==> config.mk <==
export PLATFORM = sky130hd
export DESIGN_NAME = fgml_utf8_dec
export DESIGN_NICKNAME = d
export VERILOG_FILES = /design/src/sv/fgml_pkg.sv /design/src/sv/fgml_utf8_dec.sv
export SDC_FILE = /design/constraint.sdc
export NUM_CORES = 1
export LEC_CHECK = 0
export ABC_AREA = 1
export BUFFER_PORTS_ARGS = -buffer_cell sky130_fd_sc_hd__buf_4
export CAP_MARGIN = 15
export CORE_ASPECT_RATIO = 1.4
export CORE_UTILIZATION = 52
export DETAILED_ROUTE_END_ITERATION = 8
export GPL_TIMING_DRIVEN = 1
export PLACE_DENSITY_LB_ADDON = 0.08
export SLEW_MARGIN = 5
export SYNTH_ARGS = -nofsm -noshare
export SYNTH_HDL_FRONTEND = slang
export SYNTH_SLANG_ARGS = --single-unit
==> constraint.sdc <==
create_clock -name clock -period 1.95 [get_ports clock]
set_clock_uncertainty 0.1 [all_clocks]
set_input_delay 0.0975 -clock clock [delete_from_list [all_inputs] [get_ports clock]]
set_output_delay 0.0975 -clock clock [all_outputs]
set_load 0.1 [all_outputs]
==> src/sv/fgml_pkg.sv <==
`timescale 1ns / 1ps
// Shared types and constants for the font glyph map and locate block.
// No dependencies; used by fgml_utf8_dec and font_glyph_map_and_locate.

package fgml_pkg;

   // Configuration register indexes
   localparam logic [2:0] CSR_TABLE_PRESENT   = 3'd0;
   localparam logic [2:0] CSR_GLYPH_COUNT     = 3'd1;
   localparam logic [2:0] CSR_HEADER_BYTES    = 3'd2;
   localparam logic [2:0] CSR_BYTES_PER_GLYPH = 3'd3;
   localparam logic [2:0] CSR_GLYPH_WIDTH     = 3'd4;
   localparam logic [2:0] CSR_GLYPH_HEIGHT    = 3'd5;
   localparam logic [2:0] CSR_LINE_PITCH      = 3'd6;

   localparam int unsigned CSR_DATA_W = 17;

   // Command codes
   localparam logic CMD_LOAD   = 1'b0;
   localparam logic CMD_LOOKUP = 1'b1;

   // Table byte that steps to the next glyph
   localparam logic [7:0] GLYPH_SEP = 8'hFF;

   // Store update requested by the decoder
   typedef struct packed {
      logic        en;
      logic [15:0] code;
      logic [15:0] glyph;
   } map_type;

endpackage

==> src/sv/fgml_utf8_dec.sv <==
`timescale 1ns / 1ps
// UTF-8 decoder for unicode table bytes with the glyph counter.
// Depends on fgml_pkg for map_type and GLYPH_SEP.

module fgml_utf8_dec (
   input  logic             clock,
   input  logic             reset,
   input  logic             load_en,
   input  logic [7:0]       byte_in,
   output fgml_pkg::map_type map_out
);

   logic [15:0] acc_ff, acc_in;
   logic [1:0]  pend_ff, pend_in;
   logic [15:0] gcnt_ff, gcnt_in;

   // Decode one byte against the pending sequence
   always_comb begin
      acc_in        = acc_ff;
      pend_in       = pend_ff;
      gcnt_in       = gcnt_ff;
      map_out.en    = 1'b0;
      map_out.code  = 16'd0;
      map_out.glyph = gcnt_ff;
      if (pend_ff != 2'd0) begin
         acc_in  = {acc_ff[9:0], byte_in[5:0]};
         pend_in = pend_ff - 2'd1;
         if (pend_ff == 2'd1) begin
            map_out.en   = 1'b1;
            map_out.code = acc_in;
         end
      end else if (byte_in == fgml_pkg::GLYPH_SEP) begin
         gcnt_in = gcnt_ff + 16'd1;
      end else if (!byte_in[7]) begin
         map_out.en   = 1'b1;
         map_out.code = {8'd0, byte_in};
      end else if (!byte_in[5]) begin
         acc_in  = {11'd0, byte_in[4:0]};
         pend_in = 2'd1;
      end else if (!byte_in[4]) begin
         acc_in  = {12'd0, byte_in[3:0]};
         pend_in = 2'd2;
      end else if (!byte_in[3]) begin
         acc_in  = {13'd0, byte_in[2:0]};
         pend_in = 2'd3;
      end else begin
         // unrecognized lead byte maps code zero
         map_out.en   = 1'b1;
         map_out.code = 16'd0;
      end
   end

   // Advance decoder state on each load beat
   always_ff @(posedge clock) begin
      if (reset) begin
         acc_ff  <= 16'd0;
         pend_ff <= 2'd0;
         gcnt_ff <= 16'd0;
      end else if (load_en) begin
         acc_ff  <= acc_in;
         pend_ff <= pend_in;
         gcnt_ff <= gcnt_in;
      end
   end

endmodule

Yosys cells after proc, flatten, opt, wreduce, memory -nomap -nowiden
Cells that the tools add are included.

Bits in registers: 28. Input port bits: 11. Output and inout port bits: 33. Logic and storage cells: 33.

Add/subtract/negate cells: 2. Eq/ne operators: 4. Multiplexer cells: 19. Bitwise logic cells: 1. Reductions and logical operators: 4.

Operators by type and width (count): $mux W17 (7); $mux W10 (6); $add A16 B1 Y16 const B (1); $mux W2 (6); $eq A8 B8 Y1 const B (1); $ne A4 B3 Y1 const B (1); $reduce_and A4 Y1 (1); $reduce_bool A2 Y1 (2); $reduce_and A3 Y1 (1); $eq A2 B1 Y1 const B (1); $ne A2 B2 Y1 const B (1); $sub A2 B1 Y2 const B (1); $not A1 Y1 (1).

Longest topological paths before layout
Gate-level depths: netlist of the first run.

Depth in word-level cells: 6. Depth in mapped cells: 8. Gate-level depth less buffers: 8.

Least setup slack after synthesis of the first run
Ideal clock, no wire load.

Path type: register to output. From: register pend_ff[1]. To: output port map_out[22] (netlist bit). Arrival time: 2611 ps. Required time: 1752 ps. Slack: -859 ps. Stages on the path, launching flop included: 4. Path buffers: 0. Cells stage by stage: dfxtp_1 > inv_1 > nand2_1 > o21ai_0.

RTL lines: start, declared (RTL line fgml_utf8_dec.sv:14) `logic [1:0] pend_ff, pend_in;`; start signal, assigned (RTL line fgml_utf8_dec.sv:61) `pend_ff <= pend_in;`; end, declared (RTL line fgml_utf8_dec.sv:10) `output fgml_pkg::map_type map_out`.

==> reports/metrics.csv, run 1 <==
stage,metric,value,unit
pwr,pwr-share-comb,0.306,
cells_and_area,finalInstanceArea,2080,um2
place,place.gp.congestion,0.901,
cells_and_area,layout_commonest_cell,nand2_1,
floorplanning,die_x,49.7,um
timing,max_slew_margin,0.472,
route,vias,1729,
route,drtIter0Drc,48,
cells_and_area,syn_to_final_growth,26.1,%
timing,setup_slack,0.105,ns
setup_path,r2r_slack,0.35,ns
route,viasPerCell,4.90,
clocking,htree_levels,1,
synth,netlist_area,1650,um2
global_routing,grt.overflow.total,0,
global_routing,grt_max_degree,21,
pwr,switching_share,0.370,
floorplanning,rows,23,
worst_hold_path,min_delay_path_depth,3,
pwr,worst_ir_drop_vdd,0.532,mV
clocking,cts_tree,done,
clocking,path_clk_slew,0.09,ns
timing,final_max_slew_viol_count,0,
pwr,p_per_area,634,nW/um2
place,hpwl,2880,um
clocking,ctsResizeCount,0,
route,drc,0,
cells_and_area,fill_cells,275,
setup_path,cp-start-kind,flop,
timing,rsz0062_at_grt,no,
setup_path,path_class,flop to output port,
status,outcome,"complete, no violations",
global_routing,antenna_found_initial,0,
setup_path,reg2reg_depth,6,
timing,tightest_slew,0.784,ns
worst_hold_path,min_to,pend_ff[0]$_SDFFE_PP0P_,
pwr,clkPwrFrac,0.236,
worst_hold_path,min_from,byte_in[4],
pwr,seqPwrFrac,0.459,
cells_and_area,fin_nets,330,
job,cap_viol_max_count,0,
worst_hold_path,min_path_type,primary input to flop,
place,pre_cts_slack,0.374,ns
setup_path,arrival,1.65,ns
route,ant_nets,0,
synth,ys_ff_latch,28,
floorplanning,die_h,68.7,um
cells_and_area,antennaDiodeCount,0,
clocking,clock-sinks,28,
timing,min_period_over_period,0.946,
global_routing,grt_pass1_wl,6290,um
synth,synth_fp_nets,283,
synth,ys_warn_count,0,
setup_path,r2r_end,gcnt_ff[2]$_SDFFE_PP0P_,
floorplanning,dieArea,3410,um2
pwr,internal-power,0.000833,W
timing,period_needed,1.84,ns
synth,netlist_instances,271,
timing,setup_viol,0,
place,dpl.cell_count,346,
pwr,p_sw,0.000490,W
synth,synthDistinctLibCells,22,
cells_and_area,utilization,0.710,
clocking,clk_latency,0.27,ns
cells_and_area,drive_gt1_frac,0.212,
global_routing,grt_usage,0.239,
timing,hold_viol_final,0,
setup_path,cp.required,1.75,ns
floorplanning,boundaryPins,44,
synth,synth-seq-area-share,0.339,
cells_and_area,final_cell_mix,"nand2_1 (75), nor2_1 (66), buf_4 (45)",
global_routing,grt_pass1_vias,1587,
route,drt_wl_total,3760,um
setup_path,path_max_fanout,6,
clocking,cts_buffers,3,
floorplanning,core_area,2940,um2
setup_path,cp-end-kind,output port,
pwr,finalPower,0.00132,W
place,portBuffers,43,
clocking,cts_root_buf,clkbuf_8,
pwr,p_leak,1.00,nW
setup_path,regToRegStartpoint,pend_ff[0]$_SDFFE_PP0P_,
place,placedInstanceArea,2000,um2
timing,fmax,542,MHz
cells_and_area,fin_cells,353,
synth,syn_area_per_cell,6.10,um2
route,drt-pass1-iter-count,5,
floorplanning,start_util,0.563,
clocking,clk_path_buf_depth,2,
route,wl_per_cell,10.7,um
state kept, by name (all words and copies together), names as in the netlist:
signal and flops:
acc_ff 10, gcnt_ff 16, pend_ff 2
worst max path at each step:
stage / from / end / depth (start not counted)
after global routing: pend_ff[0]$_SDFFE_PP0P_ / map_out[21] / 3
after detailed placement: gcnt_ff[0]$_SDFFE_PP0P_ / gcnt_ff[14]$_SDFFE_PP0P_ / 8
after floorplan: pend_ff[1]$_SDFFE_PP0P_ / map_out[23] / 4
final: pend_ff[0]$_SDFFE_PP0P_ / map_out[21] / 3
after global placement: gcnt_ff[0]$_SDFFE_PP0P_ / gcnt_ff[14]$_SDFFE_PP0P_ / 8
after CTS: pend_ff[0]$_SDFFE_PP0P_ / map_out[21] / 3
metrics by stage:
| step | setup TNS [ns] | hold slack, ns |
|---|---|---|
| after floorplan | -3.04 | 0.0592 |
| after global placement | 0 | 0.199 |
| after detailed placement | 0 | 0.200 |
| after CTS | 0 | 0.0899 |
| after global routing | 0 | 0.138 |
| final | 0 | 0.0855 |
cell type report:
class / count / area [um2] / area share
multi-input cells: 200 / 915 / 0.439
flip-flops and latches: 28 / 569 / 0.273
repair buffers: 49 / 378 / 0.181
inverters: 36 / 135 / 0.0648
well taps: 37 / 46.3 / 0.0222
clock buffers: 3 / 41.3 / 0.0198
layer usage:
layer / wire, um / vias to the layer above / GRT usage
li1: - / 926 / -
met5: 0 / - / 0
met4: 53 / 0 / 0.111
met2: 2080 / 35 / 0.481
met1: 1510 / 762 / 0.246
met3: 119 / 6 / 0.0219
synthesized netlist by cell type:
cell / n / area, um2
nor2_1: 67 / 251
nand4_2: 1 / 12.5
nand4_1: 5 / 31.3
dfxtp_1: 28 / 561
nor2_2: 2 / 12.5
nand3_1: 17 / 85.1
nand2_2: 2 / 12.5
a21oi_1: 14 / 70.1
inv_1: 36 / 135
o21ai_0: 5 / 25.0
nor2_4: 3 / 33.8
buf_4: 1 / 7.51
xor2_1: 3 / 26.3
nand3_4: 2 / 35.0
nor3_1: 1 / 5.00
nand2_1: 75 / 282
clkbuf_1: 3 / 11.3
o221ai_1: 1 / 8.76
buf_6: 2 / 22.5
o21ai_2: 1 / 8.76
buf_1: 1 / 3.75
ha_1: 1 / 12.5
logic make-up after synthesis:
| group | after synthesis | share of synthesized area |
|---|---|---|
| simple gates | 175 | 0.460 |
| fa+ha+maj | 1 | 0.00757 |
| buf+inv | 43 | 0.109 |
| compound gates | 21 | 0.0681 |
| flops | 28 | 0.339 |
| xor+xnor | 3 | 0.0159 |
repair_timing:
action                                  in CTS  in global routing
endpoints found under the hold margin        8                  0
endpoints found under the setup margin       0                  0
hold buffers                                 4                  0
setup buffers                                0                  0
critical path, cell delays in order, from the launching register on:
cell and delay (ns):
dfxtp_1 0.36, o21ai_0 0.65, nor2_1 0.10, buf_4 0.27
power groups by stage:
stage	logic [W]	registers, W	clock network (W)
after floorplan	0.000316	0.000618	0
final	0.000404	0.000606	0.000312
after detailed placement	0.000398	0.000620	0
after CTS	0.000406	0.000606	0.000321
after global routing	0.000437	0.000609	0.000332
after global placement	0.000396	0.000619	0
(Power assumes the default switching activity.)
==> inputs of run 2 (changes only) <==
--- a/config.mk
+++ b/config.mk
@@ -9,7 +9,7 @@
 export BUFFER_PORTS_ARGS = -buffer_cell sky130_fd_sc_hd__buf_4
 export CAP_MARGIN = 15
 export CORE_ASPECT_RATIO = 1.4
-export CORE_UTILIZATION = 52
+export CORE_UTILIZATION = 45
 export DETAILED_ROUTE_END_ITERATION = 8
 export GPL_TIMING_DRIVEN = 1
 export PLACE_DENSITY_LB_ADDON = 0.08
==> reports/metrics.csv, run 2 (synthesis gave the netlist of run 1 again) <==
stage,metric,value,unit,change
route,drt-pass1-iter-count,4,,-1
global_routing,grt_pass1_wl,6600,um,+4.9%
place,placedInstanceArea,2020,um2,+0.94%
clocking,htree_levels,1,,unchanged
clocking,path_clk_slew,0.09,ns,about the same
floorplanning,die_h,73.7,um,+7.3%
setup_path,cp_slowest_stage_delay,0.59,ns,-0.06 ns
pwr,p_per_area,635,nW/um2,about the same
timing,max_slew_margin,0.526,,+0.0541
timing,rsz0062_at_grt,no,,
cells_and_area,max_flop_register,gcnt_ff,,
floorplanning,dieArea,3920,um2,+15%
timing,final_max_slew_viol_count,0,,unchanged
setup_path,crit_buf_inv,1,,unchanged
global_routing,grt_usage,0.226,,-0.0131
clocking,clock-sinks,28,,unchanged
worst_hold_path,min_path_type,primary input to flop,,
setup_path,path_class,flop to output port,,
global_routing,antenna_found_initial,0,,unchanged
setup_path,path_cells,"o21ai_0, nor2_1, buf_4",,
cells_and_area,final_cell_mix,"nand2_1 (75), nor2_1 (66), buf_4 (47)",,
setup_path,cp_slowest_cell,o21ai_0,,
pwr,clkPwrFrac,0.239,,+0.003
cells_and_area,layout_commonest_cell,nand2_1,,
clocking,cts_buffers,3,,unchanged
clocking,cts_root_buf,clkbuf_8,,
pwr,worst_ir_drop_vdd,0.610,mV,+15%
route,wl_per_cell,11.1,um,+4.4%
pwr,p_leak,1.01,nW,+1.0%
floorplanning,die_x,53.2,um,+7.2%
timing,period_needed,1.77,ns,-0.0716 ns
setup_path,cp.required,1.75,ns,about the same
cells_and_area,fin_nets,332,,+0.61%
place,pre_cts_slack,0.397,ns,+0.0231 ns
pwr,p_sw,0.000498,W,+1.6%
setup_path,cp-end-kind,output port,,
timing,hold_viol_final,0,,unchanged
cells_and_area,syn_to_final_growth,27.3,%,
cells_and_area,largest_register_ff_count,16,,unchanged
route,vias,1762,,+1.9%
clocking,clk_latency,0.27,ns,about the same
timing,fin_hold_ws,0.104,ns,+0.0183 ns
cells_and_area,reg.largest.list,"gcnt_ff: 16 flops, acc_ff: 10 flops, pend_ff: 2 flops",,
global_routing,grt_max_degree,21,,unchanged
place,hpwl,3040,um,+5.5%
setup_path,path_delay_family,compound AO/OA/AOI/OAI gates,,
clocking,cts_tree,done,,
pwr,seqPwrFrac,0.454,,-0.005
place,place.gp.congestion,0.920,,+2.0%
cells_and_area,antennaDiodeCount,0,,unchanged
pwr,pwr-share-comb,0.307,,about the same
floorplanning,rows,25,,+8.7%
cells_and_area,utilization,0.611,,-0.0989
floorplanning,start_util,0.480,,-0.0827
cells_and_area,finalInstanceArea,2100,um2,+0.90%
floorplanning,core_area,3440,um2,+17%
setup_path,arrival,1.58,ns,-0.07 ns
timing,fmax,564,MHz,+4.0%
global_routing,grt.overflow.total,0,,unchanged
status,outcome,"complete, no violations",,
global_routing,grt_pass1_vias,1578,,-0.57%
timing,setup_slack,0.177,ns,+0.0716 ns
setup_path,path_max_fanout,6,,unchanged
setup_path,cp-start-kind,flop,,
route,drt_wl_total,3990,um,+5.9%
route,drtIter0Drc,41,,-15%
cells_and_area,drive_gt1_frac,0.217,,+0.00496
timing,setup_viol,0,,unchanged
clocking,ctsResizeCount,0,,unchanged
pwr,switching_share,0.373,,+0.00253
pwr,internal-power,0.000837,W,+0.55%
place,portBuffers,43,,unchanged
route,ant_nets,0,,unchanged
route,viasPerCell,4.92,,+0.49%
clocking,clk_path_buf_depth,2,,unchanged
clocking,postCtsSetupBuffers,0,,unchanged
floorplanning,boundaryPins,44,,unchanged
timing,tightest_slew,0.703,ns,-0.0803 ns
route,drc,0,,unchanged
job,cap_viol_max_count,0,,unchanged
timing,min_period_over_period,0.909,,-0.0367
## run 2: path summary, 6_finish.rpt
path                                               from                  endpoint  slack (ns)  cells past startpoint
worst min register to register  gcnt_ff[3]$_SDFFE_PP0P_   gcnt_ff[3]$_SDFFE_PP0P_        0.40                      2
worst max-delay path            pend_ff[0]$_SDFFE_PP0P_               map_out[20]        0.18                      3
worst min-delay path                         byte_in[4]   pend_ff[0]$_SDFFE_PP0P_        0.10                      3
worst max register to register  gcnt_ff[0]$_SDFFE_PP0P_  gcnt_ff[14]$_SDFFE_PP0P_        0.38                      8
## run 2: per-stage QoR
stage	instances	setup TNS, ns	power, W
after global routing	358	0	0.00140
after global placement	351	0	0.00102
after CTS	358	0	0.00135
final	358	0	0.00134
after floorplan	271	-3.04	0.000934
after detailed placement	351	0	0.00103
## run 2: worst reg2reg max path, cell delays in order, from the launching register on
cell and delay [ns]:
dfxtp_2 0.37, ha_1 0.20, nand2_1 0.09, nor2_2 0.26
nand2_1 0.11, nor2_1 0.13, nand3_1 0.09, nand2_1 0.08
nor2_1 0.04
## run 2: layout make-up
cell class	count	area (um2)
clock buffer	3	41.3
fill	357	1340
tap	40	50.0
multi-input combinational	200	915
inverter	36	135
sequential	28	569
timing repair buffer	51	393
## run 2: routing by layer
| metal | up-vias | GRT usage | wire length, um |
|---|---|---|---|
| met3 | 4 | 0.0145 | 149 |
| met4 | 0 | 0.0789 | 58 |
| met1 | 791 | 0.237 | 1620 |
| met2 | 41 | 0.444 | 2160 |
| li1 | 926 | - | - |
| met5 | - | 0 | 0 |
## run 2: power by group through the flow
stage | registers [W] | logic (W) | clock network, W
after floorplan | 0.000618 | 0.000316 | 0
after global placement | 0.000619 | 0.000404 | 0
after detailed placement | 0.000620 | 0.000406 | 0
after CTS | 0.000607 | 0.000414 | 0.000329
after global routing | 0.000610 | 0.000444 | 0.000343
final | 0.000607 | 0.000410 | 0.000318
## run 2: timing repair
| item | 4_1_cts | 5_1_grt |
|---|---|---|
| setup endpoints to repair | 0 | 0 |
| hold buffers | 4 | 0 |
| endpoints found under the hold margin | 8 | 0 |
==> inputs of run 3 (changes only) <==
--- a/config.mk
+++ b/config.mk
@@ -9,6 +9,7 @@
 export BUFFER_PORTS_ARGS = -buffer_cell sky130_fd_sc_hd__buf_4
 export CAP_MARGIN = 15
 export CORE_ASPECT_RATIO = 1.4
+export CORE_MARGIN = 2
 export CORE_UTILIZATION = 45
 export DETAILED_ROUTE_END_ITERATION = 8
 export GPL_TIMING_DRIVEN = 1
==> reports/metrics.csv, run 3 (synthesis gave the netlist of run 1 again) <==
stage,metric,value,unit,change
clocking,clk_path_buf_depth,2,,unchanged
pwr,p_sw,0.000502,W,+0.87%
setup_path,cp-start-kind,primary input,,
cells_and_area,fin_cells,361,,+0.84%
setup_path,critPathLaunch,byte_in[1],,
global_routing,grt_pass1_vias,1694,,+7.4%
clocking,cts_root_buf,clkbuf_8,,
cells_and_area,final_cell_mix,"nand2_1 (75), nor2_1 (66), buf_4 (47)",,
clocking,path_clk_slew,0.10,ns,about the same
setup_path,arrival,1.55,ns,-0.03 ns
route,ant_nets,0,,unchanged
place,hpwl,3070,um,+0.93%
pwr,worst_ir_drop_vdd,0.489,mV,-20%
status,outcome,"complete, no violations",,
timing,period_needed,1.75,ns,-0.0268 ns
cells_and_area,antennaDiodeCount,0,,unchanged
route,wl_per_cell,11.0,um,-1.2%
clocking,cts_tree,done,,
setup_path,path_class,primary input to output port,,
timing,max_slew_margin,0.691,,+0.165
floorplanning,die_x,55.2,um,+3.8%
timing,tightest_slew,0.460,ns,-0.243 ns
pwr,p_per_area,652,nW/um2,+2.7%
global_routing,grt_usage,0.206,,-0.0199
timing,final_max_slew_viol_count,0,,unchanged
clocking,clk_latency,0.27,ns,about the same
route,drc,0,,unchanged
cells_and_area,reg.largest.list,"gcnt_ff: 16 flops, acc_ff: 10 flops, pend_ff: 2 flops",,
pwr,seqPwrFrac,0.439,,-0.015
pwr,finalPower,0.00138,W,+3.5%
clocking,cts_buffers,3,,unchanged
pwr,internal-power,0.000879,W,+5.0%
global_routing,antenna_found_initial,0,,unchanged
timing,fin_hold_ws,0.0916,ns,-0.0122 ns
route,vias,1761,,-0.057%
timing,rsz0062_at_grt,no,,
job,cap_viol_max_count,0,,unchanged
timing,fmax,573,MHz,+1.5%
cells_and_area,max_flop_register,gcnt_ff,,
global_routing,grt.overflow.total,0,,unchanged
floorplanning,die_h,75.7,um,+2.7%
floorplanning,start_util,0.462,,-0.0185
place,portBuffers,43,,unchanged
pwr,p_leak,1.02,nW,+0.72%
global_routing,grt_max_degree,21,,unchanged
cells_and_area,finalInstanceArea,2120,um2,+0.77%
cells_and_area,layout_commonest_cell,nand2_1,,
clocking,htree_levels,1,,unchanged
clocking,postCtsSetupBuffers,0,,unchanged
pwr,clkPwrFrac,0.264,,+0.025
cells_and_area,drive_gt1_frac,0.219,,+0.00245
worst_hold_path,min_path_type,primary input to flop,,
floorplanning,dieArea,4180,um2,+6.6%
worst_hold_path,min_from,load_en,,
route,drt_wl_total,3970,um,-0.40%
route,drtIter0Drc,44,,+7.3%
floorplanning,rows,26,,+4.0%
pwr,switching_share,0.363,,-0.00943
route,viasPerCell,4.88,,-0.89%
timing,hold_viol_final,0,,unchanged
setup_path,regToRegStartpoint,gcnt_ff[0]$_SDFFE_PP0P_,,
clocking,clock-sinks,28,,unchanged
setup_path,path_max_fanout,3,,-3
global_routing,grt_pass1_wl,6910,um,+4.8%
place,place.gp.congestion,0.922,,+0.22%
cells_and_area,syn_to_final_growth,28.2,%,
cells_and_area,largest_register_ff_count,16,,unchanged
place,dpl.cell_count,353,,+0.57%
setup_path,cp-end-kind,output port,,
timing,min_period_over_period,0.895,,-0.0137
pwr,pwr-share-comb,0.298,,-0.009
place,placedInstanceArea,2020,um2,+0.12%
route,drt-pass1-iter-count,4,,unchanged
setup_path,cp.required,1.75,ns,about the same
cells_and_area,utilization,0.592,,-0.0190
cells_and_area,fin_nets,332,,unchanged
floorplanning,boundaryPins,44,,unchanged
floorplanning,core_area,3580,um2,+4.0%
timing,setup_viol,0,,unchanged
==> run 3: cell types whose count changed in the layout (fill, tap and decap cells not counted) <==
cell and change:
o21ai_1 +1, o21ai_0 -1, clkbuf_8 +1
==> run 3: power by group through the flow <==
stage | Sequential [W] | Combinational (W) | Clock, W
global route | 0.000609 | 0.000447 | 0.000398
finish | 0.000606 | 0.000411 | 0.000364
floorplan | 0.000618 | 0.000316 | 0
detailed placement | 0.000620 | 0.000407 | 0
global placement | 0.000619 | 0.000405 | 0
CTS | 0.000606 | 0.000415 | 0.000380
==> run 3: repair_timing <==
item / 4_1_cts / 5_1_grt
hold buffers: 4 / 0
gates resized for setup: 0 / 1
setup endpoints to repair: 0 / 1
endpoints found under the hold margin: 8 / 0
==> run 3: critical path, stage by stage <==
cell,delay [ns]
dlygate4sd3_1,0.54
buf_4,0.14
nand2_1,0.17
nor2_1,0.09
nand2_1,0.08
nand3_1,0.06
nand2_1,0.07
buf_4,0.30
==> run 3: worst paths after layout <==
check                                  end  slack, ns  cells past startpoint
setup / recovery               map_out[32]       0.20                      8
hold / removal      acc_ff[9]$_SDFFE_PP0P_       0.09                      4
setup reg to reg  gcnt_ff[14]$_SDFFE_PP0P_       0.40                      8
hold reg to reg    gcnt_ff[3]$_SDFFE_PP0P_       0.41                      2
==> run 3: cell type report <==
| cell class | instances | area [um2] |
|---|---|---|
| clock buffer | 4 | 55.1 |
| fill | 355 | 1460 |
| inverter | 36 | 135 |
| multi-input combinational | 200 | 915 |
| sequential | 28 | 569 |
| tap | 42 | 52.6 |
| timing repair buffer | 51 | 393 |
==> run 3: through the flow <==
stage | worst slack, ns | TNS (ns)
2_1_floorplan | -0.210 | -3.04
3_3_place_gp | 0.451 | 0
3_5_place_dp | 0.401 | 0
4_1_cts | 0.139 | 0
5_1_grt | 0.0677 | 0
6_report | 0.204 | 0
==> run 3: per-layer routing <==
| metal | track usage | part of all wire | up-vias |
|---|---|---|---|
| li1 | - | - | 924 |
| met1 | 0.215 | 0.42 | 788 |
| met2 | 0.393 | 0.52 | 40 |
| met3 | 0.0272 | 0.035 | 9 |
| met4 | 0.130 | 0.024 | 0 |
| met5 | 0 | 0 | - |
